[config.mk]
export PLATFORM = sky130hd
export DESIGN_NAME = rus_ctrl
export DESIGN_NICKNAME = d
export VERILOG_FILES = /design/src/rtl/core/rus_pkg.sv /design/src/rtl/core/rus_ctrl.sv
export SDC_FILE = /design/constraint.sdc
export NUM_CORES = 1
export LEC_CHECK = 0
export BUFFER_PORTS_ARGS = -buffer_cell sky130_fd_sc_hd__buf_4
export CAP_MARGIN = 20
export CORE_AREA = 2 2 39 41
export CTS_BUF_LIST = sky130_fd_sc_hd__clkbuf_16
export CTS_CLUSTER_SIZE = 8
export DETAILED_ROUTE_END_ITERATION = 10
export DIE_AREA = 0 0 41 43
export SYNTH_ARGS = -nofsm -noshare
export SYNTH_HDL_FRONTEND = slang
export SYNTH_SLANG_ARGS = --single-unit
[constraint.sdc]
create_clock -name aclk -period 1.3 [get_ports aclk]
set_input_delay 0.065 -clock aclk [delete_from_list [all_inputs] [get_ports aclk]]
set_output_delay 0.065 -clock aclk [all_outputs]
set_load 0.01 [all_outputs]
[src/rtl/core/rus_pkg.sv]
package rus_pkg;

    localparam int MAX_RECTS_DEF  = 256;
    localparam int COORD_BITS_DEF = 16;
    localparam int RAND_BITS      = 48;

    localparam logic [1:0] CMD_CLEAR  = 2'd0;
    localparam logic [1:0] CMD_APPEND = 2'd1;
    localparam logic [1:0] CMD_PICK   = 2'd2;

    localparam logic [1:0] ST_OK         = 2'd0;
    localparam logic [1:0] ST_FULL       = 2'd1;
    localparam logic [1:0] ST_EMPTY      = 2'd2;
    localparam logic [1:0] ST_DEGENERATE = 2'd3;

    typedef struct packed {
        logic load;
        logic clear;
        logic append_start;
        logic pick_start;
        logic resp_zero;
        logic [1:0] resp_status;
    } rus_cmd_t;

    typedef struct packed {
        logic full;
        logic degenerate;
        logic empty;
        logic busy;
        logic done;
    } rus_sts_t;

endpackage

[src/rtl/core/rus_ctrl.sv]
module rus_ctrl (
    input  logic              aclk,
    input  logic              aresetn,
    input  logic              s_valid,
    output logic              s_ready,
    input  logic [1:0]        s_command,
    output logic              m_valid,
    input  logic              m_ready,
    output rus_pkg::rus_cmd_t cmd,
    input  rus_pkg::rus_sts_t sts
);

    typedef enum logic [2:0] {
        C_IDLE = 3'b001,
        C_WORK = 3'b010,
        C_OUT  = 3'b100
    } cstate_t;

    cstate_t state_reg, state_next;
    logic    acc;

    assign s_ready = (state_reg == C_IDLE);
    assign m_valid = (state_reg == C_OUT);
    assign acc     = s_valid && s_ready;

    always_comb begin
        cmd = '0;
        state_next = state_reg;
        case (state_reg)
            C_IDLE: begin
                if (acc) begin
                    cmd.load = 1'b1;
                    state_next = C_WORK;
                    case (s_command)
                        rus_pkg::CMD_CLEAR: begin
                            cmd.clear = 1'b1;
                            cmd.resp_zero = 1'b1;
                            cmd.resp_status = rus_pkg::ST_OK;
                        end
                        rus_pkg::CMD_APPEND: begin
                            if (sts.full) begin
                                cmd.resp_zero = 1'b1;
                                cmd.resp_status = rus_pkg::ST_FULL;
                            end else if (sts.degenerate) begin
                                cmd.resp_zero = 1'b1;
                                cmd.resp_status = rus_pkg::ST_DEGENERATE;
                            end else begin
                                cmd.append_start = 1'b1;
                            end
                        end
                        rus_pkg::CMD_PICK: begin
                            if (sts.empty) begin
                                cmd.resp_zero = 1'b1;
                                cmd.resp_status = rus_pkg::ST_EMPTY;
                            end else begin
                                cmd.pick_start = 1'b1;
                            end
                        end
                        default: begin
                            cmd.resp_zero = 1'b1;
                            cmd.resp_status = rus_pkg::ST_OK;
                        end
                    endcase
                end
            end
            C_WORK:  if (sts.done) state_next = C_OUT;
            C_OUT:   if (m_ready) state_next = C_IDLE;
            default: state_next = C_IDLE;
        endcase
    end

    always_ff @(posedge aclk) begin
        if (!aresetn) begin
            state_reg <= C_IDLE;
        end else begin
            state_reg <= state_next;
        end
    end

`ifndef SYNTHESIS
    a_no_accept_busy: assert property (@(posedge aclk) disable iff (!aresetn)
        (state_reg != C_IDLE) |-> !s_ready) else $error("accept while busy");
    a_out_hold: assert property (@(posedge aclk) disable iff (!aresetn)
        (m_valid && !m_ready) |=> m_valid) else $error("result dropped");
    a_done_work: assert property (@(posedge aclk) disable iff (!aresetn)
        sts.done |-> (state_reg == C_WORK)) else $error("stray done");
    a_idle_quiet: assert property (@(posedge aclk) disable iff (!aresetn)
        (state_reg == C_IDLE) |-> !sts.busy) else $error("datapath busy while idle");
`endif

endmodule
==> key figures <==
Timing
  – RSZ-0062 raised after global routing: yes
  – Final setup vio count: 2
  – Final-report hold violation count: 0
  – FMAX: ~760 MHz
  – Max_slew headroom: approximately four fifths
  – Worst Slack Setup Final: -0.0187 ns
  – Final Cycle Share: 101%
  – Min Tclk post-route: around 1.3 ns
  – Final setup TNS: -0.0280 ns
  – Worst slew pin tran: approximately 0.32 ns
  – Post-Route Skew: approximately 0.0014 ns
  – Max-slew violation count: 0

Synth
  – Distinct cells, synth: 19
  – Number of synthesized flops with an enable pin: 0
  – Post-synth design cell area: between 300 and 400 sq um
  – Area contributors post-synth: dfxtp_1, ha_1, nor3b_1
  – Syn avg cell area: ~9.3 sq um
  – Synth Instances: 34
  – Sequential share of the synthesized area: about a fifth
  – Synth cell count leaders: ha_1, nor3b_1, dfxtp_1, inv_1, nand3b_1
  – Post-synth top area cell: dfxtp_1
  – Synth top area share: about a fifth
  – Net Count, Synth: 49
  – Most used DFF post-synth: dfxtp_1
  – Post-synth ARST share: 0%
  – #FFs+latches synth: 3
  – Syn. warnings: 0

Pwr
  – Total power: slightly above 0.7 mW
  – PD cells: 1160 nW/um^2
  – VDD IR max: 0.372 mV
  – P_leak: approximately 0.28 nW

Clock network
  – CTS buffer count: 3
  – Clock root buffer: clkbuf_16
  – CTS tree: done
  – CTS clk-pin slew, worst paths: 0.03 ns
  – Clock insertion delay at the later pin of the skew report: around 0.23 ns
  – CTS max path bufs: 2
  – Clock sink count: 3
  – H-tree levels: 1
  – Hold buffers post-CTS: 0

Place
  – I/O Buffers: 18
  – Final Wtd Congestion: roughly 0.60
  – Detailed placement HPWL: 643 microns
  – Dpl cell area: ~480 sq um
  – Placed cell count: just under 70

Drt
  – Total Routed Length: between 800 and 900 microns
  – Top Layer Used: met4
  – Via count: roughly 350
  – DRC: 0
  – DR WL met2: approximately 450 microns
  – Met3 routed WL: ~70 microns
  – Routed length per placed instance: ~11 microns
  – Initial detailed-routing violation count: 0
  – DRT met1 WL: ~310 microns
  – Routed vias/inst: 4.57
  – Initial DRT Pass Iterations: 1
  – DRT antenna net count: 0

Worst setup path
  – Worst EP arrival: about 1.3 ns
  – WP buf/inv: 1
  – Crit Path Max Fanout: 6
  – Crit Path Category: reg -> out
  – CP Cell Sequence: nand4bb_4 > nor4b_4 > buf_4
  – Top delay family on crit path: simple AND/OR/NAND/NOR gates
  – CP startpoint kind: flop
  – Critical path endpoint category: output port
  – Worst Path Required: 1.24 ns
  – CP max stage cell: dfxtp_4
  – CP peak stage delay: ~0.33 ns

Global routing
  – Tot GR Track Use: 12.1%
  – Largest net degree at the start of global routing: 10
  – First-pass GRT wire length: roughly 1.4 mm
  – Vias in the first global route: around 400
  – Initial antenna violation count: 0
  – Total gr overflow: 0

Finish
  – Final Non-Filler Cells: just under 80
  – Layout cells sized above 1: a little under three fifths
  – Max reg flops: 3
  – Layout Area Growth over Synthesis: 95.7%
  – Layout Cell Area excl Fill: between 600 and 700 sq um
  – Number of diodes: 0
  – Fin nets: a little under 80

Die
  – Starting Density: approximately 23%
  – Cell Rows: 14
  – Die Ht: between 40 and 50 microns
  – Die area: 1760 sq um
  – Die Width: approximately 41 microns
  – # IOs: 20
  – Core Area: 1380 sq um

Run
  – Max Cap Viol: 0

Status
  – Status: complete, but fails checks
  – Failing checks: negative setup slack

Min path
  – Min-delay worst type: in -> reg
==> stage by stage <==
stage	setup slack, ns	hold WS (ns)	util, %
floorplan	0.261	0.130	-
global placement	0.155	0.272	34.7
detailed placement	0.151	0.271	34.7
CTS	-0.0303	0.0412	42.2
global route	-0.0987	0.0512	44.9
finish	-0.0187	0.0407	44.9
==> cell type report <==
| type | count | area (sq um) |
|---|---|---|
| Fill cell | 134 | 762 |
| Multi-Input combinational cell | 27 | 262 |
| Timing Repair Buffer | 23 | 176 |
| Clock buffer | 3 | 75.1 |
| Sequential cell | 3 | 67.6 |
| Tap cell | 16 | 20.0 |
| Inverter | 4 | 17.5 |
| Clock inverter | 1 | 3.75 |
==> worst paths after layout <==
check	endpoint	startpoint	slack [ns]	cells after the start
setup / recovery	cmd[4]	state_reg[2]	-0.02	3
hold / removal	state_reg[0]	aresetn	0.04	2
setup reg to reg	state_reg[2]	state_reg[2]	0.20	4
hold reg to reg	state_reg[2]	state_reg[1]	0.53	2
==> kinds of logic after synthesis <==
group | synth area share, %
simple gates | 46.8
compound gates | 13.0
buf+inv | 5.51
fa+ha+maj | 15.7
flops | 18.9
==> placed cells by master, fill, tap and decap left out, drive strengths merged <==
cell,instances
a211oi,1
a21oi,2
a31oi,1
and2,1
buf,23
clkbuf,3
dfxtp,3
ha,4
inv,5
nand2,1
nand2b,2
nand3b,3
nand4bb,1
nor3,1
nor3b,4
nor4b,2
o21ai,1
o31ai,1
or3b,2
==> layer usage <==
layer,vias up,GRT usage [%]
li1,179,-
met1,153,12.8
met2,17,20.3
met3,3,2.09
met4,0,8.00
met5,-,0
==> repair_timing <==
action	4_1_cts	5_1_grt
buffers inserted	2	2
resized for setup	4	5
pin swaps	1	1
endpoints found under the setup margin	6	6
==> where the power goes <==
| part | leakage (nW) | switching [mW] | internal (mW) |
|---|---|---|---|
| combinational | 0.212 | 0.0582 | 0.0736 |
| clock | 0.0423 | 0.0881 | 0.397 |
| sequential | 0.0261 | 0.00699 | 0.0954 |
(Power assumes the default switching activity.)
